===== src/qlfo_pkg.sv =====
// Shared types, constants and trigger helper for the quad linked LFO.
package qlfo_pkg;

    localparam int CHANNELS    = 4;
    localparam int CH_BITS     = 2;
    localparam int VOLT_BITS   = 17;
    localparam int KNOB_BITS   = 13;
    localparam int PERIOD_BITS = 24;
    localparam int OUT_BITS    = 15;
    localparam int MODE_BITS   = 3;
    localparam int IN_BYTES_W  = 144;
    localparam int OUT_BYTES_W = 64;
    localparam int CFG_IDX_W   = 3;

    // Mode codes
    localparam logic [MODE_BITS-1:0] MODE_FREE   = 3'd0;
    localparam logic [MODE_BITS-1:0] MODE_QUAD   = 3'd1;
    localparam logic [MODE_BITS-1:0] MODE_OFFSET = 3'd2;
    localparam logic [MODE_BITS-1:0] MODE_DIV    = 3'd3;
    localparam logic [MODE_BITS-1:0] MODE_MUL    = 3'd4;

    // Configuration register indexes
    localparam logic [CFG_IDX_W-1:0] CFG_KNOB_0 = 3'd0;
    localparam logic [CFG_IDX_W-1:0] CFG_KNOB_1 = 3'd1;
    localparam logic [CFG_IDX_W-1:0] CFG_KNOB_2 = 3'd2;
    localparam logic [CFG_IDX_W-1:0] CFG_KNOB_3 = 3'd3;
    localparam logic [CFG_IDX_W-1:0] CFG_PERIOD = 3'd4;

    localparam logic [PERIOD_BITS-1:0] PERIOD_RESET = 24'd89478;

    typedef logic signed [VOLT_BITS-1:0] t_volt;

    typedef enum logic [1:0] {
        TRIG_UNKNOWN = 2'd0,
        TRIG_LOW     = 2'd1,
        TRIG_HIGH    = 2'd2
    } t_trig;

    typedef struct packed {
        t_trig st;
        logic  fire;
    } t_trig_res;

    // One decoded tick handed from front to back
    typedef struct packed {
        logic [MODE_BITS-1:0]           mode;
        logic                           btn_fire;
        logic [CHANNELS-1:0][VOLT_BITS-1:0] cv;
        logic [CHANNELS-1:0][VOLT_BITS-1:0] gate;
    } t_job;

    function automatic logic volt_hi(input logic [VOLT_BITS-1:0] v);
        return $signed(v) >= 17'sd4096;
    endfunction

    function automatic logic volt_lo(input logic [VOLT_BITS-1:0] v);
        return $signed(v) <= 17'sd0;
    endfunction

    // Schmitt trigger: fires only on a low-to-high change
    function automatic t_trig_res trig_step(input t_trig st, input logic hi, input logic lo);
        t_trig_res res;
        res.st   = st;
        res.fire = 1'b0;
        unique case (st)
            TRIG_LOW: begin
                if (hi) begin
                    res.st   = TRIG_HIGH;
                    res.fire = 1'b1;
                end
            end
            TRIG_HIGH: begin
                if (lo) res.st = TRIG_LOW;
            end
            default: begin
                if (hi) res.st = TRIG_HIGH;
                else if (lo) res.st = TRIG_LOW;
            end
        endcase
        return res;
    endfunction

endpackage


===== src/qlfo_queue.sv =====
// Two-entry queue of decoded ticks between front and back.
module qlfo_queue
    import qlfo_pkg::*;
(
    input  logic i_clk,
    input  logic i_rst_n,
    input  logic i_push,
    input  t_job i_push_job,
    output logic o_full,
    output logic o_valid,
    input  logic i_pop,
    output t_job o_job
);

    localparam int DEPTH = 2;
    localparam int PTR_W = $clog2(DEPTH);

    t_job             r_mem [DEPTH];
    logic [PTR_W-1:0] r_wr_ptr;
    logic [PTR_W-1:0] r_rd_ptr;
    logic [PTR_W:0]   r_count;
    logic             do_push;
    logic             do_pop;

    assign o_full  = r_count == (PTR_W+1)'(DEPTH);
    assign o_valid = r_count != '0;
    assign o_job   = r_mem[r_rd_ptr];
    assign do_push = i_push && !o_full;
    assign do_pop  = i_pop && o_valid;

    // Storage
    always_ff @(posedge i_clk) begin
        if (do_push) r_mem[r_wr_ptr] <= i_push_job;
    end

    // Pointers and fill count
    always_ff @(posedge i_clk) begin
        if (!i_rst_n) begin
            r_wr_ptr <= '0;
            r_rd_ptr <= '0;
            r_count  <= '0;
        end else begin
            if (do_push) r_wr_ptr <= r_wr_ptr + 1'b1;
            if (do_pop)  r_rd_ptr <= r_rd_ptr + 1'b1;
            r_count <= r_count + (PTR_W+1)'(do_push) - (PTR_W+1)'(do_pop);
        end
    end

endmodule


===== config.mk =====
export PLATFORM = sky130hd
export DESIGN_NAME = qlfo_queue
export DESIGN_NICKNAME = d
export VERILOG_FILES = /design/src/qlfo_pkg.sv /design/src/qlfo_queue.sv
export SDC_FILE = /design/constraint.sdc
export NUM_CORES = 1
export LEC_CHECK = 0
export BUFFER_PORTS_ARGS = -buffer_cell sky130_fd_sc_hd__buf_2
export CELL_PAD_IN_SITES_DETAIL_PLACEMENT = 0
export CELL_PAD_IN_SITES_GLOBAL_PLACEMENT = 1
export CORE_ASPECT_RATIO = 0.9
export CORE_MARGIN = 1.5
export CORE_UTILIZATION = 48
export DETAILED_ROUTE_END_ITERATION = 7
export GPL_ROUTABILITY_DRIVEN = 0
export PLACE_DENSITY = 0.88
export SLEW_MARGIN = 20
export SYNTH_ARGS = -nofsm -noshare
export SYNTH_HDL_FRONTEND = slang
export SYNTH_SLANG_ARGS = --single-unit
export TNS_END_PERCENT = 1

===== constraint.sdc =====
create_clock -name i_clk -period 12.8 [get_ports i_clk]
set_input_delay 1.28 -clock i_clk [delete_from_list [all_inputs] [get_ports i_clk]]
set_output_delay 1.28 -clock i_clk [all_outputs]
set_load 0.01 [all_outputs]

==> flow_metrics.py <==
metrics = {
    "floorplanning": {
        "dieHeight_um": 145,
        "rows": 51,
        "initial_utilization_pct": 49.3,
        "core_area_um2": 21800,
        "die_area_um2": 23300,
        "chipWidth_um": 161,
        "top_level_ports": 286,
    },
    "cts": {
        "htreeDepth": 1,
        "insertion_delay_ns": 0.53,
        "postCtsSetupBuffers": 0,
        "numCtsBuffers": 28,
        "cts.hold.buffers_added": 0,
        "cts.reportedPaths.clkPinSlew_ns": 0.06,
        "clk_path_buf_depth": 3,
        "cts_sinks": 285,
        "cts_resized": 0,
        "cts_tree": "built",
        "root_buffer": "clkbuf_16",
    },
    "min_path": {
        "worstHoldPathType": "flip-flop to flip-flop",
        "hp-start": "r_count[1]",
        "min_delay_path_depth": 2,
        "min_to": "r_count[1]",
    },
    "sta": {
        "maxSlewViolCount": 0,
        "setup_viol": 0,
        "slew_headroom_pct": 28.8,
        "fin_crit_sh_pct": 30.9,
        "grt_setup_unrepaired": "false",
        "fmax_mhz": 253,
        "tightest_slew_ns": 1.07,
        "finClkSkew_ns": 0.0119,
        "finalHoldViolCount": 0,
        "setup_tns_ns": 0,
        "hold_ws_ns": 0.551,
        "fin_crit_ns": 3.95,
    },
    "logic_synthesis": {
        "seq_area_frac_synth_pct": 79.1,
        "synth_edf_count": 280,
        "synth_seq_cells": 285,
        "syn-num-nets": 609,
        "syn_inst": 463,
        "yosys.area.top_type": "edfxtp_1",
        "netlist_top_cells_count": "edfxtp_1, mux2_4, mux2_2",
        "ys.flop_type": "edfxtp_1",
        "netlist_area_um2": 10800,
        "synth_top_area_share_pct": 78.2,
        "synth_cell_types": 20,
        "synth_area_leaders": "edfxtp_1, mux2_4, mux2_2, buf_6, dfxtp_1",
        "yosys_warnings": 0,
        "avgSynthCellArea_um2": 23.2,
        "synthArstFlopShare_pct": 0,
        "yosysMostFrequentCell": "edfxtp_1",
    },
    "final_layout": {
        "area_growth_pct": 23.6,
        "fin_util_pct": 60.9,
        "stdcell_count": 1078,
        "fin_nets": 914,
        "drive_above_1_share_pct": 59.7,
        "final_cell_area_um2": 13300,
    },
    "critical_path": {
        "cp_cell_sequence": "buf_4 -> mux2_4 -> buf_2",
        "critPathBufInv": 2,
        "critPathCaptureType": "primary output",
        "cp_slowest_cell": "buf_4",
        "worstPathMaxFanout": 58,
        "reg2reg_from": "r_count[0]",
        "r2r_slack_ns": 10.28,
        "timing.rr.end": "r_mem[1][108]",
        "critPathArrivalTime_ns": 2.67,
        "max_stage_delay_ns": 0.89,
        "cp_top_family": "buffers and inverters",
        "cp.required_ns": 11.52,
        "r2r_cells": 4,
        "critPathKind": "flip-flop to primary output",
        "startpoint_type": "flip-flop",
    },
    "route": {
        "dr.pass1.iters": 4,
        "wl_per_cell_um": 18.8,
        "drc": 0,
        "routed_wl_mm": 20.2,
        "vias": 5298,
        "vias_per_cell": 4.91,
        "postRouteAntennaNets": 0,
        "drt_iter0_drc": 297,
    },
    "power_and_ir_drop": {
        "power_leakage_nw": 5.16,
        "vdd_drop_max_mv": 0.141,
        "p_per_area_nw_per_um2": 207,
    },
    "grt": {
        "grt_max_degree": 82,
        "grt_overflow": 0,
        "grt_antenna_before_repair": 3,
        "grt.total_usage_pct": 16.8,
        "grt_pass1_wl_mm": 30.2,
        "grt_pass1_vias": 5572,
    },
    "place": {
        "placed_area_um2": 12400,
        "dp_cells": 1028,
        "io_buffers": 285,
        "dp_hpwl_mm": 13.9,
    },
    "outcome": {
        "status": "finished clean",
    },
    "job": {
        "drv_cap": 0,
    },
}
[worst register-to-register path: stages, from the launching register on]
cell	delay (ns)
dfxtp_1	0.37
nand2b_1	0.20
and3_4	0.76
buf_4	0.48
buf_16	0.33
[final cells by class]
| type | instances | area [um2] |
|---|---|---|
| inverter | 3 | 11.3 |
| fill | 1588 | 8530 |
| antenna | 1 | 2.50 |
| multi-input combinational | 159 | 2090 |
| clock buffer | 36 | 731 |
| tap | 291 | 364 |
| clock inverter | 12 | 93.8 |
| sequential | 285 | 8510 |
| timing repair buffer | 291 | 1490 |
[kinds of logic after synthesis]
| group | Yosys count | synth area share, % |
|---|---|---|
| mux | 141 | 18.2 |
| flops | 285 | 79.1 |
| compound gates | 1 | 0.0698 |
| fa+ha+maj | 2 | 0.233 |
| xor+xnor | 2 | 0.163 |
| buf+inv | 19 | 1.58 |
| simple gates | 13 | 0.605 |
[state kept, by name (all words and copies together) (netlist names), named ones only]
| name | cells |
|---|---|
| r_count | 2 |
| r_wr_ptr | 1 |
| r_mem | 280 |
| r_rd_ptr | 1 |
[cells in the final DEF, fill, tap and decap left out]
master      netlist  routed
xnor2_1           1       1
dfxtp_1           5       4
buf_2             4     285
diode_2           0       1
mux2_2           40      40
xor2_1            1       1
clkinv_1          0       6
ha_1              2       2
nand2_1           2       2
clkbuf_16         0      28
nor2_4            0       1
clkinvlp_4        0       2
clkinv_8          0       1
and3_4            0       1
bufinv_16         0       1
dfxtp_4           0       1
nor3_1            1       1
nor2_1            4       3
clkbuf_1          0       8
and2_1            2       2
mux2i_1           1       1
or2_2             1       1
edfxtp_1        280     280
mux2_4          100     100
inv_1             3       3
buf_4             0       5
buf_16            0       1
nand2b_1          2       2
clkinv_2          0       2
o21a_1            1       1
[where the power goes]
part	switching [mW]	internal (mW)	total [mW]
combinational	0.373	0.377	0.751
clock	0.315	0.420	0.735
sequential	0.0542	1.21	1.26
[through the flow]
stage / total power, mW / worst slack [ns]
global placement: 2.01 / 9.31
floorplan: 1.81 / 4.97
detailed placement: 2.04 / 9.22
CTS: 2.78 / 8.76
global route: 2.86 / 8.71
finish: 2.75 / 8.85
[how the worst max path moves through the flow]
stage | to | cells past startpoint
after floorplan | r_mem[0][0] | 2
after global placement | r_mem[1][105] | 3
after detailed placement | r_mem[1][108] | 3
after CTS | o_job[133] | 3
after global routing | o_job[133] | 3
final | o_job[90] | 3
[metal layers]
metal / part of all wire [%] / wire [um] / GRT usage (%)
met3: 8.3 / 1680 / 4.60
met5: 0.12 / 24 / 0
met4: 2.1 / 429 / 4.49
met2: 50 / 10100 / 29.0
met1: 40 / 8020 / 20.8
No activity file was read; power rests on OpenSTA's default activity.
