File: src/qlfo_pkg.sv
// Shared types, constants and trigger helper for the quad linked LFO.
package qlfo_pkg;

    localparam int CHANNELS    = 4;
    localparam int CH_BITS     = 2;
    localparam int VOLT_BITS   = 17;
    localparam int KNOB_BITS   = 13;
    localparam int PERIOD_BITS = 24;
    localparam int OUT_BITS    = 15;
    localparam int MODE_BITS   = 3;
    localparam int IN_BYTES_W  = 144;
    localparam int OUT_BYTES_W = 64;
    localparam int CFG_IDX_W   = 3;

    // Mode codes
    localparam logic [MODE_BITS-1:0] MODE_FREE   = 3'd0;
    localparam logic [MODE_BITS-1:0] MODE_QUAD   = 3'd1;
    localparam logic [MODE_BITS-1:0] MODE_OFFSET = 3'd2;
    localparam logic [MODE_BITS-1:0] MODE_DIV    = 3'd3;
    localparam logic [MODE_BITS-1:0] MODE_MUL    = 3'd4;

    // Configuration register indexes
    localparam logic [CFG_IDX_W-1:0] CFG_KNOB_0 = 3'd0;
    localparam logic [CFG_IDX_W-1:0] CFG_KNOB_1 = 3'd1;
    localparam logic [CFG_IDX_W-1:0] CFG_KNOB_2 = 3'd2;
    localparam logic [CFG_IDX_W-1:0] CFG_KNOB_3 = 3'd3;
    localparam logic [CFG_IDX_W-1:0] CFG_PERIOD = 3'd4;

    localparam logic [PERIOD_BITS-1:0] PERIOD_RESET = 24'd89478;

    typedef logic signed [VOLT_BITS-1:0] t_volt;

    typedef enum logic [1:0] {
        TRIG_UNKNOWN = 2'd0,
        TRIG_LOW     = 2'd1,
        TRIG_HIGH    = 2'd2
    } t_trig;

    typedef struct packed {
        t_trig st;
        logic  fire;
    } t_trig_res;

    // One decoded tick handed from front to back
    typedef struct packed {
        logic [MODE_BITS-1:0]           mode;
        logic                           btn_fire;
        logic [CHANNELS-1:0][VOLT_BITS-1:0] cv;
        logic [CHANNELS-1:0][VOLT_BITS-1:0] gate;
    } t_job;

    function automatic logic volt_hi(input logic [VOLT_BITS-1:0] v);
        return $signed(v) >= 17'sd4096;
    endfunction

    function automatic logic volt_lo(input logic [VOLT_BITS-1:0] v);
        return $signed(v) <= 17'sd0;
    endfunction

    // Schmitt trigger: fires only on a low-to-high change
    function automatic t_trig_res trig_step(input t_trig st, input logic hi, input logic lo);
        t_trig_res res;
        res.st   = st;
        res.fire = 1'b0;
        unique case (st)
            TRIG_LOW: begin
                if (hi) begin
                    res.st   = TRIG_HIGH;
                    res.fire = 1'b1;
                end
            end
            TRIG_HIGH: begin
                if (lo) res.st = TRIG_LOW;
            end
            default: begin
                if (hi) res.st = TRIG_HIGH;
                else if (lo) res.st = TRIG_LOW;
            end
        endcase
        return res;
    endfunction

endpackage

File: src/qlfo_front.sv
// Front end: takes input beats, tracks the mode button and queues decoded ticks.
module qlfo_front
    import qlfo_pkg::*;
(
    input  logic                  i_clk,
    input  logic                  i_rst_n,
    input  logic                  i_s_tvalid,
    output logic                  o_s_tready,
    input  logic [IN_BYTES_W-1:0] i_s_tdata,
    input  logic                  i_full,
    output logic                  o_push,
    output t_job                  o_job
);

    t_trig                r_btn_st;
    logic [MODE_BITS-1:0] r_mode;
    t_trig_res            btn;
    logic [MODE_BITS-1:0] n_mode;
    logic                 button;

    assign o_s_tready = !i_full;
    assign o_push     = i_s_tvalid && !i_full;
    assign button     = i_s_tdata[2*CHANNELS*VOLT_BITS];

    // Button edge steps the mode round
    always_comb begin
        btn    = trig_step(r_btn_st, button, !button);
        n_mode = r_mode;
        if (btn.fire) n_mode = (r_mode >= MODE_MUL) ? MODE_FREE : r_mode + 3'd1;
    end

    // Decode the beat
    always_comb begin
        o_job.mode     = n_mode;
        o_job.btn_fire = btn.fire;
        for (int c = 0; c < CHANNELS; c++) begin
            o_job.cv[c]   = i_s_tdata[c*VOLT_BITS +: VOLT_BITS];
            o_job.gate[c] = i_s_tdata[(CHANNELS+c)*VOLT_BITS +: VOLT_BITS];
        end
    end

    always_ff @(posedge i_clk) begin
        if (!i_rst_n) begin
            r_btn_st <= TRIG_UNKNOWN;
            r_mode   <= MODE_FREE;
        end else if (o_push) begin
            r_btn_st <= btn.st;
            r_mode   <= n_mode;
        end
    end

endmodule

File: config.mk
export PLATFORM = sky130hd
export DESIGN_NAME = qlfo_front
export DESIGN_NICKNAME = d
export VERILOG_FILES = /design/src/qlfo_pkg.sv /design/src/qlfo_front.sv
export SDC_FILE = /design/constraint.sdc
export NUM_CORES = 1
export LEC_CHECK = 0
export ABC_AREA = 1
export BUFFER_PORTS_ARGS = -buffer_cell sky130_fd_sc_hd__buf_2
export CORE_AREA = 2 2 112 114
export DETAILED_ROUTE_END_ITERATION = 16
export DIE_AREA = 0 0 114 116
export GPL_ROUTABILITY_DRIVEN = 0
export PLACE_DENSITY = 0.48
export SLEW_MARGIN = 0
export SYNTH_ARGS = -nofsm -noshare
export SYNTH_HDL_FRONTEND = slang
export SYNTH_SLANG_ARGS = --single-unit
File: constraint.sdc
create_clock -name i_clk -period 1.2 [get_ports i_clk]
set_clock_uncertainty 0.05 [all_clocks]
set_input_delay 0.24 -clock i_clk [delete_from_list [all_inputs] [get_ports i_clk]]
set_output_delay 0.24 -clock i_clk [all_outputs]
set_load 0.01 [all_outputs]
==> results of run 1 <==
power by group through the flow:
stage | Combinational [uW] | Clock (uW) | Sequential [uW]
6_report | 223 | 552 | 190
2_1_floorplan | 546 | 0 | 189
5_1_grt | 247 | 571 | 191
4_1_cts | 182 | 559 | 190
3_5_place_dp | 132 | 0 | 190
3_3_place_gp | 131 | 0 | 190
Yosys cell counts:
cell	instances	area share (%)
a21oi_1	4	1.4
buf_4	137	73
dfxtp_1	5	7.1
ha_1	4	3.6
inv_1	17	4.6
nand2_1	13	3.5
nand2_2	1	0.45
nand3_1	2	0.71
nand3_2	1	0.71
nor2_1	7	1.9
nor2_4	1	0.80
o21ai_0	5	1.8
stage by stage:
stage	area (um2)	utilization (%)	instances	power, uW	setup TNS [ps]
finish	903	7.58	233	966	-1360
global route	903	7.58	233	1010	-1750
CTS	831	6.97	232	930	-1360
detailed placement	646	5.42	222	322	-487
global placement	646	5.42	222	320	-483
floorplan	1400	-	197	735	-30.1
cell type report:
class                   instances  area [um2]  area share (%)
inverters                      17        68.8            7.62
well taps                     147         184            20.4
repair buffers                 22         174            19.3
clock buffers                   4        78.8            8.73
flip-flops and latches          5         105            11.6
multi-input cells              38         293            32.4
worst max path at each step:
stage	depth (start not counted)	slack, ps	to
5_1_grt	10	-390	r_mode[1]$_SDFFE_PN0P_
4_1_cts	7	-310	o_job[138]
6_report	7	-310	o_job[138]
2_1_floorplan	6	-20	o_job[138]
3_5_place_dp	7	-150	o_job[138]
3_3_place_gp	7	-150	o_job[138]
logic make-up (layout without fill, tap and decap cells):
| family | count (synthesis) | in the layout | share of synthesized area (%) |
|---|---|---|---|
| flip-flops | 5 | 5 | 7.15 |
| adder cells (fa/ha/maj) | 4 | 4 | 3.57 |
| AND/OR/NAND/NOR | 25 | 25 | 8.04 |
| AO/OA/AOI/OAI | 9 | 9 | 3.22 |
| buffers and inverters | 154 | 43 | 78.0 |
critical path, delay by kind of cell, from the launching register on:
kind                       cells  cell delay [ps]
AOI/OAI and AO/OA              1              150
adders and majority gates      1              230
buffers and inverters          4              270
DFF                            1              320
and+or+nand+nor                1               30
layer usage:
| metal | track usage, % | vias to the layer above | part of all wire, % |
|---|---|---|---|
| li1 | - | 230 | - |
| met1 | 2.45 | 236 | 24 |
| met2 | 3.69 | 98 | 37 |
| met3 | 2.41 | 54 | 18 |
| met4 | 9.67 | 0 | 20 |
| met5 | 0 | - | 0 |
cell usage in the layout (no fill, tap or decap):
cell type,Yosys,final
buf_2,0,7
nand3_1,2,1
nor2_1,7,6
dfxtp_1,5,1
o21ai_0,5,2
nand3_4,0,1
clkbuf_1,0,1
a21oi_2,0,1
nand3_2,1,1
ha_1,4,1
inv_6,0,1
nand2_1,13,10
o21ai_2,0,2
nor2_4,1,1
inv_1,17,12
buf_6,0,7
nand2_2,1,3
inv_2,0,4
dfxtp_2,0,4
nor2_2,0,1
clkbuf_16,0,3
buf_4,137,8
a21oi_1,4,3
ha_4,0,3
nand2_8,0,1
o21ai_1,0,1
state kept, by name (all words and copies together), names as in the netlist:
register  count
r_mode        3
r_btn_st      2
timing repair:
item,4_1_cts,5_1_grt
resized for setup,18,14
setup buffers,7,2
gates cloned,0,0
setup endpoints to repair,5,7
pin swaps,5,12
==> impl_metrics.toml, run 1 <==
[worst_hold_path]
holdPathStages = 3
min_to = "r_btn_st[0]$_SDFFE_PN0P_"
min_from = "i_rst_n"
hp-class = "in2reg"

[grt]
antenna_found_initial = 0
grt_pass1_vias = 609
grt_pass1_wl_um = 3450
grt_usage_pct = 3.68
grt_overflow = 0
grt_max_degree = 8

[logic_synthesis]
synth_warnings = 0
post_synth_num_cell_types = 12
avgSynthCellArea_um2 = 7.11
synth_nets = 349
yosysSeqAreaShare_pct = 7.15
synth_seq_cells = 5
netlist_area_um2 = 1400
synth_cells = 197

[detailed_routing]
wirelength_um = 2680
drc = 0
avgViaCountPerCell = 2.65
route.vias.total = 618
first_pass_iters = 2
wl_per_cell_um = 11.5
drtAntennaViolNets = 0
drt_iter0_markers = 1

[outcome]
violations = "negative setup slack"
status = "finished, violations left"

[floorplan]
die_area_um2 = 13200
core_area_um2 = 11900
rows = 40
die_h_um = 116
io_pins = 290
start_util_pct = 11.8
die_x_um = 114

[cts]
clkSinkCount = 5
cts_root_buffer = "clkbuf_16"
clk_pin_slew_ps = 30
cts_buffers = 3
h-tree-depth = 1
cts_tree = "yes"
clk_latency_ps = 230
cts_hold_buffers = 0
clockBufferDepth = 2

[critical_path]
critPathMaxFanout = 2
path_class = "reg2out"
crit_chain = "inv_2 > ha_4 > inv_2 > nor2_2 > o21ai_2 > inv_1 > buf_2"
r2r_cells = 10
cp.required_ps = 910
r2r_slack_ps = -300
cpMostUsedCell = "inv_2"
slowest_stage = "dfxtp_2"
r2r_start = "r_mode[0]$_SDFFE_PN0P_"
worstSetupEndpointType = "output pin"
cp_data_arrival_time_ps = 1220
worstSetupStartpointType = "flop"
r2r-end = "r_mode[1]$_SDFFE_PN0P_"
crit_path_start = "r_mode[1]$_SDFFE_PN0P_"
cpPeakStageDelay_ps = 320

[run]
maxCapViolCount = 0

[power]
p_int_uw = 732
clockPowerShare_pct = 57.2
seqPwrFrac_pct = 19.7
p_sw_uw = 233
power_density_nw_per_um2 = 1070
switching_share_pct = 24.2
pwr-share-comb_pct = 23.1
peakVddDrop_uv = 692
power_leakage_uw = 0.000384

[layout]
finalNetCount = 239
syn2layout_area_growth_pct = -35.5
num-fill-cells = 1408
drive_above_1_share_pct = 55.8
diodes = 0

[placement]
io_buffers = 10
place_ws_ps = -151
dp_hpwl_um = 1960

[timing]
final_hold_viol_count = 0
fin_hold_ws_ps = 235
worst_pin_slew_ps = 258
finalMaxSlewViolations = 0
fmax_mhz = 661
slew_headroom_pct = 82.7
setup_viol = 5
finalWorstSetupSlack_ps = -312
fin_crit_ps = 1510
rsz0062_at_grt = "yes"
fin_crit_sh_pct = 126
No activity file was read; power rests on OpenSTA's default activity.
==> run 2, diff against run 1 <==
Settings changed: PLACE_DENSITY 0.48 to 0.47.
Clock period 1.2 ns to 1.9 ns, I/O delays scaled along.
==> run 2 against run 1 <==
The run now ends clean. Design area decreased by 24%. Hold slack improved by 130 ps. Setup slack improved by 430 ps. Combinational power decreased by 67%. Largest cell class unchanged. Register-to-register slack improved by 1000 ps. Sequential power decreased by 38%.
==> impl_metrics.toml, run 2 (synthesis results as in run 1) <==
[critical_path]
critPathMaxFanout = 3
worstSetupEndpointType = "output pin"
cp.required_ps = 1470
cp_top_family = "flip-flops"
worst-path-buf-inv = 4
cp_data_arrival_time_ps = 1360
crit_chain = "inv_1 > ha_1 > inv_1 > nor2_1 > o21ai_1 > inv_1 > buf_2"
slowest_stage = "dfxtp_1"
worstSetupStartpointType = "flop"
cpMostUsedCell = "inv_1"
cpPeakStageDelay_ps = 340
path_class = "reg2out"

[layout]
largest_reg_flops = 3
diodes = 0
regMostFlops = "r_mode"
layout_commonest_cell = "inv_1"
largestRegisters = "r_mode x3, r_btn_st x2"
syn2layout_area_growth_pct = -50.8
drive_above_1_share_pct = 23.0
mostFrequentLayoutCells = "inv_1 (17), nand2_1 (13), buf_2 (10)"
num-fill-cells = 1412
finalNetCount = 227

[cts]
cts_tree = "yes"
clockBufferDepth = 2
h-tree-depth = 1
cts_buffers = 3
clk_pin_slew_ps = 30
clk_latency_ps = 230
cts_root_buffer = "clkbuf_16"
clkSinkCount = 5
cts_hold_buffers = 0

[power]
switching_share_pct = 22.6
p_int_uw = 420
clockPowerShare_pct = 64.7
p_sw_uw = 122
peakVddDrop_uv = 419
pwr-share-comb_pct = 13.7
power_density_nw_per_um2 = 788
power_leakage_uw = 0.000316
seqPwrFrac_pct = 21.7

[timing]
fin_crit_ps = 1790
worst_pin_slew_ps = 230
fin_crit_sh_pct = 94.0
slew_headroom_pct = 84.6
setup_viol = 0
finalMaxSlewViolations = 0
rsz0062_at_grt = "no"
fmax_mhz = 560
final_hold_viol_count = 0
finalWorstSetupSlack_ps = 113
fin_setup_tns_ps = 0

[floorplan]
core_area_um2 = 11900
die_x_um = 114
start_util_pct = 11.8
die_h_um = 116
die_area_um2 = 13200
io_pins = 290
rows = 40

[placement]
io_buffers = 10
place_ws_ps = 289
dp_hpwl_um = 1810

[grt]
grt_overflow = 0
grt_pass1_wl_um = 2950
grt_max_degree = 8
grt_usage_pct = 3.26
antenna_found_initial = 0
grt_pass1_vias = 529

[detailed_routing]
wirelength_um = 2270
drt_iter0_markers = 18
first_pass_iters = 4
route.vias.total = 543
avgViaCountPerCell = 2.46
drc = 0
drtAntennaViolNets = 0
wl_per_cell_um = 10.3

[outcome]
status = "finished, final reports clean"

[worst_hold_path]
hp-class = "in2reg"

[run]
maxCapViolCount = 0
## run 2: cell count changes in the layout (fill, tap and decap cells not counted), sizes merged
cell / before / now
buf: 22 / 10
## run 2: cell type report
type	count	area, um2	area share, %
Multi-Input combinational cell	38	211	30.7
Inverter	17	63.8	9.27
Sequential cell	5	100	14.5
Tap cell	147	184	26.7
Clock buffer	4	78.8	11.5
Timing Repair Buffer	10	50.0	7.27
## run 2: power groups by stage
stage          combinational (uW)  sequential (uW)  clock [uW]
6_report                     74.1              118         350
3_3_place_gp                 73.9              119           0
3_5_place_dp                 74.3              119           0
5_1_grt                      87.5              118         364
4_1_cts                      74.7              118         360
2_1_floorplan                 344              118           0
## run 2: final timing paths
| path | startpoint | to | slack [ps] | cells after the start |
|---|---|---|---|---|
| max | r_mode[0]$_SDFFE_PN0P_ | o_job[138] | 110 | 7 |
| min | i_rst_n | r_btn_st[0]$_SDFFE_PN0P_ | 360 | 3 |
| max reg2reg | r_btn_st[1]$_SDFFE_PN0P_ | r_mode[0]$_SDFFE_PN0P_ | 700 | 8 |
| min reg2reg | r_btn_st[1]$_SDFFE_PN0P_ | r_btn_st[1]$_SDFFE_PN0P_ | 430 | 2 |
## run 2: repair_timing
item | 4_1_cts | 5_1_grt
resized for setup | 0 | 3
setup buffers | 0 | 0
setup endpoints to repair | 0 | 2
## run 2: per-stage QoR
stage | instance area (um2) | utilization (%) | instances | hold WS (ps) | power [uW]
global route | 688 | 5.78 | 221 | 372 | 570
CTS | 684 | 5.75 | 221 | 359 | 552
finish | 688 | 5.78 | 221 | 360 | 542
global placement | 606 | 5.08 | 217 | 425 | 193
detailed placement | 606 | 5.08 | 217 | 430 | 193
floorplan | 1400 | - | 197 | 403 | 462
## run 2: worst register-to-register path, delay by kind of cell (launching register included)
family	cells	cell delay, ps
flip-flops	1	340
buffers and inverters	3	150
AND/OR/NAND/NOR	4	340
adder cells (fa/ha/maj)	1	210
## run 2: layer usage
| layer | GRT usage, % | share of wire, % | up-vias |
|---|---|---|---|
| met5 | 0 | 0 | - |
| met4 | 10.4 | 28 | 0 |
| met3 | 1.26 | 15 | 61 |
| met2 | 2.82 | 30 | 69 |
| met1 | 2.32 | 26 | 208 |
| li1 | - | - | 205 |
