File: src/qlfo_pkg.sv
// Shared types, constants and trigger helper for the quad linked LFO.
package qlfo_pkg;

    localparam int CHANNELS    = 4;
    localparam int CH_BITS     = 2;
    localparam int VOLT_BITS   = 17;
    localparam int KNOB_BITS   = 13;
    localparam int PERIOD_BITS = 24;
    localparam int OUT_BITS    = 15;
    localparam int MODE_BITS   = 3;
    localparam int IN_BYTES_W  = 144;
    localparam int OUT_BYTES_W = 64;
    localparam int CFG_IDX_W   = 3;

    // Mode codes
    localparam logic [MODE_BITS-1:0] MODE_FREE   = 3'd0;
    localparam logic [MODE_BITS-1:0] MODE_QUAD   = 3'd1;
    localparam logic [MODE_BITS-1:0] MODE_OFFSET = 3'd2;
    localparam logic [MODE_BITS-1:0] MODE_DIV    = 3'd3;
    localparam logic [MODE_BITS-1:0] MODE_MUL    = 3'd4;

    // Configuration register indexes
    localparam logic [CFG_IDX_W-1:0] CFG_KNOB_0 = 3'd0;
    localparam logic [CFG_IDX_W-1:0] CFG_KNOB_1 = 3'd1;
    localparam logic [CFG_IDX_W-1:0] CFG_KNOB_2 = 3'd2;
    localparam logic [CFG_IDX_W-1:0] CFG_KNOB_3 = 3'd3;
    localparam logic [CFG_IDX_W-1:0] CFG_PERIOD = 3'd4;

    localparam logic [PERIOD_BITS-1:0] PERIOD_RESET = 24'd89478;

    typedef logic signed [VOLT_BITS-1:0] t_volt;

    typedef enum logic [1:0] {
        TRIG_UNKNOWN = 2'd0,
        TRIG_LOW     = 2'd1,
        TRIG_HIGH    = 2'd2
    } t_trig;

    typedef struct packed {
        t_trig st;
        logic  fire;
    } t_trig_res;

    // One decoded tick handed from front to back
    typedef struct packed {
        logic [MODE_BITS-1:0]           mode;
        logic                           btn_fire;
        logic [CHANNELS-1:0][VOLT_BITS-1:0] cv;
        logic [CHANNELS-1:0][VOLT_BITS-1:0] gate;
    } t_job;

    function automatic logic volt_hi(input logic [VOLT_BITS-1:0] v);
        return $signed(v) >= 17'sd4096;
    endfunction

    function automatic logic volt_lo(input logic [VOLT_BITS-1:0] v);
        return $signed(v) <= 17'sd0;
    endfunction

    // Schmitt trigger: fires only on a low-to-high change
    function automatic t_trig_res trig_step(input t_trig st, input logic hi, input logic lo);
        t_trig_res res;
        res.st   = st;
        res.fire = 1'b0;
        unique case (st)
            TRIG_LOW: begin
                if (hi) begin
                    res.st   = TRIG_HIGH;
                    res.fire = 1'b1;
                end
            end
            TRIG_HIGH: begin
                if (lo) res.st = TRIG_LOW;
            end
            default: begin
                if (hi) res.st = TRIG_HIGH;
                else if (lo) res.st = TRIG_LOW;
            end
        endcase
        return res;
    endfunction

endpackage

File: src/qlfo_back.sv
// Back end: trigger and link work, then per channel exponential, phase step and waves.
module qlfo_back
    import qlfo_pkg::*;
#(
    parameter int PHASE_BITS      = 32,
    parameter int SINE_TABLE_BITS = 10
) (
    input  logic                                 i_clk,
    input  logic                                 i_rst_n,
    input  logic [CHANNELS-1:0][KNOB_BITS-1:0]   i_knob,
    input  logic [PERIOD_BITS-1:0]               i_period,
    input  logic                                 i_job_valid,
    input  t_job                                 i_job,
    output logic                                 o_pop,
    output logic                                 o_m_tvalid,
    input  logic                                 i_m_tready,
    output logic [OUT_BYTES_W-1:0]               o_m_tdata,
    output logic                                 o_m_tlast
);

    localparam int PB         = PHASE_BITS;
    localparam int STB        = SINE_TABLE_BITS;
    localparam int PROD_W     = 48;
    localparam int DIV_STEPS  = PROD_W / 8;
    localparam int SHIFT_BASE = 80 - PHASE_BITS;
    localparam logic [PB-1:0]    PHALF   = {1'b1, {(PB-1){1'b0}}};
    localparam logic [PB-1:0]    Q3      = {2'b11, {(PB-2){1'b0}}};
    localparam logic [STB-2:0]   QUARTER = {1'b1, {(STB-2){1'b0}}};

    typedef enum logic [3:0] {
        S_IDLE, S_PREP, S_E0, S_E1, S_E2, S_M1, S_M2, S_DIV, S_INC,
        S_W0, S_W1, S_W2, S_W3, S_W4, S_W5
    } t_state;

    t_state              r_state;
    t_job                r_job;
    logic [PB-1:0]       r_phase [CHANNELS];
    t_trig               r_rts   [CHANNELS];
    logic [CH_BITS-1:0]  r_ch;
    logic [11:0]         r_f;
    logic [5:0]          r_shift;
    logic [17:0]         r_t;
    logic [PROD_W-1:0]   r_prod;
    logic [3:0]          r_mul;
    logic [3:0]          r_div;
    logic [3:0]          r_rem;
    logic [2:0]          r_cnt;
    logic                r_noinc;
    logic [16:0]         r_x;
    logic [16:0]         r_s;
    logic [16:0]         r_p;
    logic                r_neg;
    logic                r_out_valid;
    logic [OUT_BYTES_W-1:0] r_out_data;
    logic                r_out_last;

    // Tick preparation: button resets, gates, phase links
    logic [PB-1:0]       p_ph [CHANNELS];
    t_trig               p_st [CHANNELS];
    t_trig_res           p_tr;
    logic [VOLT_BITS-1:0] p_g;

    always_comb begin
        p_tr = '0;
        p_g  = '0;
        for (int c = 0; c < CHANNELS; c++) begin
            p_ph[c] = r_phase[c];
            p_st[c] = r_rts[c];
        end
        if (r_job.btn_fire) begin
            for (int c = 0; c < CHANNELS; c++) begin
                if (p_st[c] == TRIG_LOW) p_ph[c] = '0;
                p_st[c] = TRIG_HIGH;
            end
        end
        if (r_job.mode <= MODE_MUL) begin
            for (int c = 0; c < CHANNELS; c++) begin
                p_g  = (r_job.mode == MODE_FREE) ? r_job.gate[c] : r_job.gate[0];
                p_tr = trig_step(p_st[c], volt_hi(p_g), volt_lo(p_g));
                p_st[c] = p_tr.st;
                if (p_tr.fire) p_ph[c] = '0;
            end
        end
        if (r_job.mode == MODE_QUAD) begin
            for (int c = 1; c < CHANNELS; c++)
                p_ph[c] = p_ph[0] + (PB'(c) << (PB-2));
        end
        if (r_job.mode == MODE_OFFSET) begin
            for (int c = 1; c < CHANNELS; c++)
                p_ph[c] = p_ph[0] + PB'({i_knob[c], {(PB-12){1'b0}}});
        end
        if (r_job.mode == MODE_MUL && p_ph[0] == '0) begin
            for (int c = 1; c < CHANNELS; c++) begin
                if (p_st[c] == TRIG_LOW) p_ph[c] = '0;
                p_st[c] = TRIG_HIGH;
            end
        end
    end

    // Pitch, split into octave and fraction, and the frequency ratio
    logic [KNOB_BITS-1:0] e_knob;
    logic signed [16:0]   e_cv;
    logic signed [19:0]   e_pitch;
    logic [19:0]          e_uq;
    logic [24:0]          e_t0;
    logic [16:0]          e_rk;
    logic [4:0]           e_ratio_raw;
    logic [3:0]           e_ratio;

    always_comb begin
        e_knob  = (r_job.mode == MODE_FREE) ? i_knob[r_ch] : i_knob[0];
        e_cv    = (r_job.mode == MODE_FREE) ? r_job.cv[r_ch] : r_job.cv[0];
        e_pitch = $signed({7'd0, e_knob}) * 20'sd10 - 20'sd20480 + 20'(e_cv);
        if (e_pitch > 20'sd32768) e_pitch = 20'sd32768;
        e_uq    = 20'(e_pitch + 20'sd131072);
        e_t0    = (25'd5156 * 25'(e_uq[11:0])) >> 12;
        e_rk    = 17'(i_knob[r_ch]) * 17'd11 + 17'd2048;
        e_ratio_raw = 5'(e_rk >> 12) + 5'd1;
        e_ratio = (e_ratio_raw > 5'd12) ? 4'd12 : e_ratio_raw[3:0];
    end

    // Horner step of the mantissa polynomial
    logic [29:0] h_mt;
    assign h_mt = 30'(r_t) * 30'(r_f);

    // Divider: eight restoring steps per cycle by a small ratio
    logic [PROD_W-1:0] d_quo;
    logic [3:0]        d_rem;
    logic [4:0]        d_try;

    always_comb begin
        d_rem = r_rem;
        d_quo = r_prod;
        d_try = '0;
        for (int i = 0; i < 8; i++) begin
            d_try = {d_rem, d_quo[PROD_W-1]};
            d_quo = {d_quo[PROD_W-2:0], 1'b0};
            if (d_try >= {1'b0, r_div}) begin
                d_try    = d_try - {1'b0, r_div};
                d_quo[0] = 1'b1;
            end
            d_rem = d_try[3:0];
        end
    end

    // Phase step, limited to half a cycle
    logic [PROD_W-1:0] i_full_inc;
    logic [PB-1:0]     i_inc;
    logic [PB-1:0]     i_ph_new;

    always_comb begin
        i_full_inc = r_prod >> r_shift;
        if (r_noinc) i_inc = '0;
        else if (i_full_inc > PROD_W'(PHALF)) i_inc = PHALF;
        else i_inc = i_full_inc[PB-1:0];
        i_ph_new = r_phase[r_ch] + i_inc;
    end

    // Sine fold to a quarter wave
    logic [PB-1:0]  w_ph;
    logic [STB-1:0] w_idx;
    logic [STB-2:0] w_u;
    logic [16:0]    w_x;
    logic [33:0]    w_sq;
    logic [33:0]    w_ps;
    logic [24:0]    w_p1;

    always_comb begin
        w_ph  = r_phase[r_ch];
        w_idx = w_ph[PB-1 -: STB];
        w_u   = {1'b0, w_idx[STB-3:0]};
        if (w_idx[STB-2]) w_u = QUARTER - w_u;
        w_x   = 17'(w_u) << (18 - STB);
        w_sq  = 34'(w_x) * 34'(w_x);
        w_ps  = 34'(r_p) * 34'(r_s);
        w_p1  = 25'd307 * 25'(r_s);
    end

    // Final scaling and the three straight-line waves
    logic [31:0]             o_sc;
    logic [13:0]             o_v;
    logic signed [OUT_BITS-1:0] o_sine;
    logic [PB-1:0]           o_d;
    logic [PB-1:0]           o_a;
    logic [PB+15:0]          o_tp;
    logic [PB+15:0]          o_sp;
    logic signed [OUT_BITS-1:0] o_tri;
    logic signed [OUT_BITS-1:0] o_saw;
    logic signed [OUT_BITS-1:0] o_sqr;
    logic                    out_free;

    always_comb begin
        o_sc   = 32'(r_p) * 32'd10240 + 32'd32768;
        o_v    = ((o_sc >> 16) > 32'd10240) ? 14'd10240 : 14'(o_sc >> 16);
        o_sine = r_neg ? -$signed({1'b0, o_v}) : $signed({1'b0, o_v});
        o_d    = w_ph - Q3;
        o_a    = o_d[PB-1] ? (PB'(0) - o_d) : o_d;
        o_tp   = (PB+16)'(o_a) * (PB+16)'(40960);
        o_tri  = $signed(OUT_BITS'(o_tp >> PB)) - 15'sd10240;
        o_sp   = (PB+16)'(w_ph) * (PB+16)'(20480);
        o_saw  = $signed(OUT_BITS'(o_sp >> PB));
        if (w_ph[PB-1]) o_saw = o_saw - 15'sd20480;
        o_sqr  = w_ph[PB-1] ? -15'sd10240 : 15'sd10240;
    end

    assign out_free   = !r_out_valid || i_m_tready;
    assign o_pop      = (r_state == S_IDLE) && i_job_valid;
    assign o_m_tvalid = r_out_valid;
    assign o_m_tdata  = r_out_data;
    assign o_m_tlast  = r_out_last;

    // Sequencer, state and result register
    always_ff @(posedge i_clk) begin
        if (!i_rst_n) begin
            r_state     <= S_IDLE;
            r_out_valid <= 1'b0;
            r_ch        <= '0;
            for (int c = 0; c < CHANNELS; c++) begin
                r_phase[c] <= '0;
                r_rts[c]   <= TRIG_UNKNOWN;
            end
        end else begin
            // the result state loads its own beat
            if (i_m_tready && r_state != S_W5) r_out_valid <= 1'b0;
            unique case (r_state)
                S_IDLE: begin
                    if (i_job_valid) begin
                        r_job   <= i_job;
                        r_state <= S_PREP;
                    end
                end
                S_PREP: begin
                    for (int c = 0; c < CHANNELS; c++) begin
                        r_phase[c] <= p_ph[c];
                        r_rts[c]   <= p_st[c];
                    end
                    r_ch    <= '0;
                    r_state <= S_E0;
                end
                S_E0: begin
                    r_f     <= e_uq[11:0];
                    r_shift <= 6'(SHIFT_BASE - int'(e_uq[17:12]));
                    r_t     <= 18'd14821 + 18'(e_t0);
                    r_noinc <= r_job.mode > MODE_MUL;
                    r_mul   <= (r_job.mode == MODE_MUL && r_ch != '0) ? e_ratio : 4'd1;
                    r_div   <= (r_job.mode == MODE_DIV && r_ch != '0) ? e_ratio : 4'd1;
                    r_state <= S_E1;
                end
                S_E1: begin
                    r_t     <= 18'd45559 + h_mt[29:12];
                    r_state <= S_E2;
                end
                S_E2: begin
                    r_t     <= 18'd65536 + h_mt[29:12];
                    r_state <= S_M1;
                end
                S_M1: begin
                    r_prod  <= PROD_W'(i_period) * PROD_W'(r_t);
                    r_state <= S_M2;
                end
                S_M2: begin
                    r_prod  <= r_prod * PROD_W'(r_mul);
                    r_rem   <= '0;
                    r_cnt   <= '0;
                    r_state <= (r_div != 4'd1) ? S_DIV : S_INC;
                end
                S_DIV: begin
                    r_prod <= d_quo;
                    r_rem  <= d_rem;
                    r_cnt  <= r_cnt + 3'd1;
                    if (r_cnt == 3'(DIV_STEPS-1)) r_state <= S_INC;
                end
                S_INC: begin
                    r_phase[r_ch] <= i_ph_new;
                    r_state       <= S_W0;
                end
                S_W0: begin
                    r_x     <= w_x;
                    r_s     <= 17'(w_sq >> 16);
                    r_neg   <= w_idx[STB-1];
                    r_state <= S_W1;
                end
                S_W1: begin
                    r_p     <= 17'd5223 - 17'(w_p1 >> 16);
                    r_state <= S_W2;
                end
                S_W2: begin
                    r_p     <= 17'd42334 - 17'(w_ps >> 16);
                    r_state <= S_W3;
                end
                S_W3: begin
                    r_p     <= 17'd102944 - 17'(w_ps >> 16);
                    r_state <= S_W4;
                end
                S_W4: begin
                    r_p     <= 17'((34'(r_p) * 34'(r_x)) >> 16);
                    r_state <= S_W5;
                end
                S_W5: begin
                    if (out_free) begin
                        r_out_valid <= 1'b1;
                        r_out_data  <= {2'b00, o_sqr, o_saw, o_tri, o_sine, r_ch};
                        r_out_last  <= r_ch == CH_BITS'(CHANNELS-1);
                        r_ch        <= r_ch + 1'b1;
                        r_state     <= (r_ch == CH_BITS'(CHANNELS-1)) ? S_IDLE : S_E0;
                    end
                end
                default: r_state <= S_IDLE;
            endcase
        end
    end

endmodule

File: config.mk
export PLATFORM = sky130hd
export DESIGN_NAME = qlfo_back
export DESIGN_NICKNAME = d
export VERILOG_FILES = /design/src/qlfo_pkg.sv /design/src/qlfo_back.sv
export SDC_FILE = /design/constraint.sdc
export NUM_CORES = 2
export LEC_CHECK = 0
export ABC_CLOCK_PERIOD_IN_PS = 13850
export BUFFER_PORTS_ARGS = -buffer_cell sky130_fd_sc_hd__buf_2
export CAP_MARGIN = 25
export CORE_MARGIN = 4
export CORE_UTILIZATION = 50
export DETAILED_ROUTE_END_ITERATION = 10
export PLACE_DENSITY = 0.67
export SLEW_MARGIN = 20
export SYNTH_ARGS = -nofsm -noshare
export SYNTH_HDL_FRONTEND = slang
export SYNTH_SLANG_ARGS = --single-unit
File: constraint.sdc
create_clock -name i_clk -period 13.85 [get_ports i_clk]
set_input_delay 1.385 -clock i_clk [delete_from_list [all_inputs] [get_ports i_clk]]
set_output_delay 1.385 -clock i_clk [all_outputs]
set_load 0.01 [all_outputs]
==> flow_metrics.py <==
metrics = {
    "place": {
        "placedCellCount": 10710,
        "place_ws_ns": 0.6184,
        "gp_congestion": 0.9626,
        "port_buffers": 272,
        "dp_hpwl_um": 166100,
    },
    "final_layout": {
        "seqCellArea_mm2": 0.01424,
        "area_delta_synth_final_pct": 6.551,
        "multi_input_area_mm2": 0.05944,
        "final_core_util": 0.5374,
        "nNetsFinal": 10840,
        "fin_cells": 10820,
        "final_layout_size_suffix_gt1_frac": 0.07777,
        "fillers": 14210,
    },
    "setup_path": {
        "path_depth": 59,
        "endpoint": "r_prod[0]",
        "critPathKind": "reg -> reg",
        "r2r_start": "r_div[2]",
        "r2r_end": "r_prod[0]",
        "path_buf_inv": 6,
        "start_kind": "flip-flop",
        "arrival_ns": 13.25,
        "crit_start": "r_div[2]",
        "crit_family": "compound AO/OA/AOI/OAI gates",
        "cpMostUsedCell": "ha_1",
        "path_max_fanout": 8,
        "rrSetupSlack_ns": 1.03,
        "reg2regPathDepth": 59,
        "critical_path.endpoint_type": "flip-flop",
        "critPathSlowestCell": "a311o_1",
        "slowest_delay_ns": 0.46,
        "crit_required_ns": 14.28,
    },
    "grt": {
        "grt_max_degree": 83,
        "antenna_found_initial": 2,
        "grt_pass1_wl_um": 351600,
        "grt-ovfl-total": 0,
        "grtUsageTotal": 0.2592,
        "grt_pass1_vias": 66030,
    },
    "routing": {
        "routed_wirelength_um": 215400,
        "wl_per_cell_um": 19.91,
        "drc_errors": 0,
        "ant_nets": 0,
        "dr.pass1.iters": 6,
        "via_count": 62810,
        "viasPerCell": 5.806,
        "initialDrtViolationCount": 4507,
    },
    "floorplanning": {
        "fp.dieH_um": 408.2,
        "coreArea_mm2": 0.1587,
        "initial_core_util": 0.5044,
        "die-area_mm2": 0.1666,
        "ioPinCount": 287,
        "rows": 146,
        "fp.dieW_um": 408.2,
    },
    "clocking": {
        "clockRootBuffer": "clkbuf_16",
        "ctsHoldBuffers": 0,
        "numCtsBuffers": 56,
        "clock_latency_ns": 0.67,
        "cts_max_level": 2,
        "cts.sinks": 477,
        "postCtsSetupBuffers": 0,
        "path_clk_slew_ns": 0.07,
        "clk_path_buf_depth": 3,
        "cts_tree": "built",
    },
    "run": {
        "max-cap-violations": 0,
    },
    "timing": {
        "fmax_mhz": 78.03,
        "setup_viol": 0,
        "setup-tns-final_ns": 0,
        "finClkSkew_ns": 0.02930,
        "slew_viol_final": 0,
        "worst_pin_slew_ns": 1.129,
        "relSlewSlack": 0.2447,
        "fin_ws_ns": 1.035,
        "rsz0062_at_grt": "no",
        "hold_viol": 0,
        "min_period_ns": 12.82,
        "finalCritPeriodShare": 0.9253,
    },
    "synth": {
        "synth-edff-count": 468,
        "seq_area_frac_synth": 0.1778,
        "synth_mux_area_frac": 0.03686,
        "synthAdderAreaFrac": 0.3953,
        "syn_area_per_cell_um2": 9.234,
        "synth_xor_area_frac": 0.04485,
        "synth-main-ff-cell": "edfxtp_1",
        "ys_types": 107,
        "synth_compound_area_frac": 0.1137,
        "synth_top_family_by_area": "adder cells",
        "async_flop_share": 0,
        "syn_area_mm2": 0.08007,
        "ys_seq_elements": 477,
        "yosys.area_share.simple": 0.1493,
        "yosys_warnings": 0,
        "syn_inst": 8671,
    },
    "status": {
        "status": "complete, no violations",
    },
    "min_path": {
        "hold_path.class": "reg -> reg",
    },
}
-- metrics by stage --
stage	hold WS [ns]	area (um2)
floorplan	0.4582	80150
global placement	0.5841	83180
detailed placement	0.6089	83210
CTS	0.6184	85220
global route	0.6337	85310
finish	0.6194	85310
-- cells in the mapped netlist (15+ instances only) --
cell      count  share of area
buf_2        15        0.00094
o21ai_0     312          0.020
and2_1      399          0.031
fa_1       1016           0.25
a31oi_1      41         0.0032
o32ai_1      21         0.0023
nand4_1      28         0.0022
buf_4        19         0.0018
a211oi_1     39         0.0037
o22ai_1     100         0.0078
mux4_2       68          0.019
a22oi_1     111          0.010
nor3_1      103         0.0064
edfxtp_1    468           0.18
or2_2        23         0.0018
nand3_1      67         0.0042
a21boi_0     17         0.0016
nor2b_1      70         0.0055
mux2i_1      74         0.0093
and3_1       61         0.0048
o21a_1       30         0.0028
clkbuf_1    371          0.017
a211o_1      16         0.0018
nand2b_1     72         0.0056
nor4_1       33         0.0026
or3_1        44         0.0034
a21oi_1     336          0.021
and4b_1      16         0.0020
inv_1      1302          0.061
mux2_2       59         0.0083
xnor2_1     263          0.029
a21o_1      121          0.011
xor2_1      142          0.016
buf_1        17        0.00080
nand2_1    1217          0.057
o31ai_1      22         0.0021
a221oi_1     18         0.0020
ha_1        904           0.14
o221ai_1     20         0.0022
o211ai_1     16         0.0015
nor2_1      336          0.016
o21bai_1     30         0.0028
-- worst min path at each step --
stage          startpoint            to  cells after the start
6_report         r_cnt[0]      r_cnt[0]                      1
3_3_place_gp     r_cnt[0]      r_cnt[0]                      1
4_1_cts          r_cnt[0]      r_cnt[0]                      1
3_5_place_dp     r_cnt[0]      r_cnt[0]                      1
2_1_floorplan     r_ch[1]  o_m_tdata[1]                      0
5_1_grt          r_cnt[0]      r_cnt[0]                      1
-- cell usage in the layout, fill, tap and decap left out, drive strengths merged, types with 46 or more instances in the layout --
cell       n
nand2b    72
or3       46
edfxtp   468
nor3     103
nand3     67
and2     401
a21oi    338
mux2i     74
o22ai    101
o21ai    324
a22oi    111
nor2     338
fa      1016
mux2      60
nor2b     70
ha       904
and3      61
clkbuf    63
buf      368
nand2   1217
inv     1308
xnor2    264
mux4      68
xor2     143
a21o     121
-- kinds of logic (layout without fill, tap and decap cells) --
group,after synthesis,count (layout)
muxes,202,202
xor gates and xnor gates,407,407
adders and majority gates,1920,1920
and+or+nand+nor,2535,2535
buffers and inverters,1727,1777
other,2,26
AOI/OAI and AO/OA,1401,1401
DFF,477,477
-- layer usage --
metal / vias up / GRT usage / wire length [um]
met4: 0 / 0.08002 / 6906
met5: - / 0 / 0
met3: 382 / 0.03539 / 14760
met2: 2220 / 0.4490 / 105200
met1: 31360 / 0.3377 / 88510
li1: 28840 / - / -
-- what timing repair did --
item                       4_1_cts  5_1_grt
hold endpoints to repair         0        0
gates resized for setup          0        7
setup endpoints to repair        0        5
-- state kept, by name (all words and copies together), names as in the netlist, 8 cells and up, named ones only --
register	cells
r_prod	48
r_s	16
r_t	18
r_job	140
r_x	8
r_phase	128
r_rts	8
r_f	12
r_p	17
o_m_tdata	49
-- final cells by class --
type / instances / share of cell area
antenna: 1 / 0.00002933
timing repair buffer: 368 / 0.02501
clock buffer: 63 / 0.01698
sequential: 477 / 0.1669
clock inverter: 42 / 0.006541
tap: 2072 / 0.03039
inverter: 1304 / 0.05742
multi-input combinational: 6490 / 0.6968
Power is not shown: default switching activity piles up to over one toggle a cycle in this logic, so the estimate is an artifact.
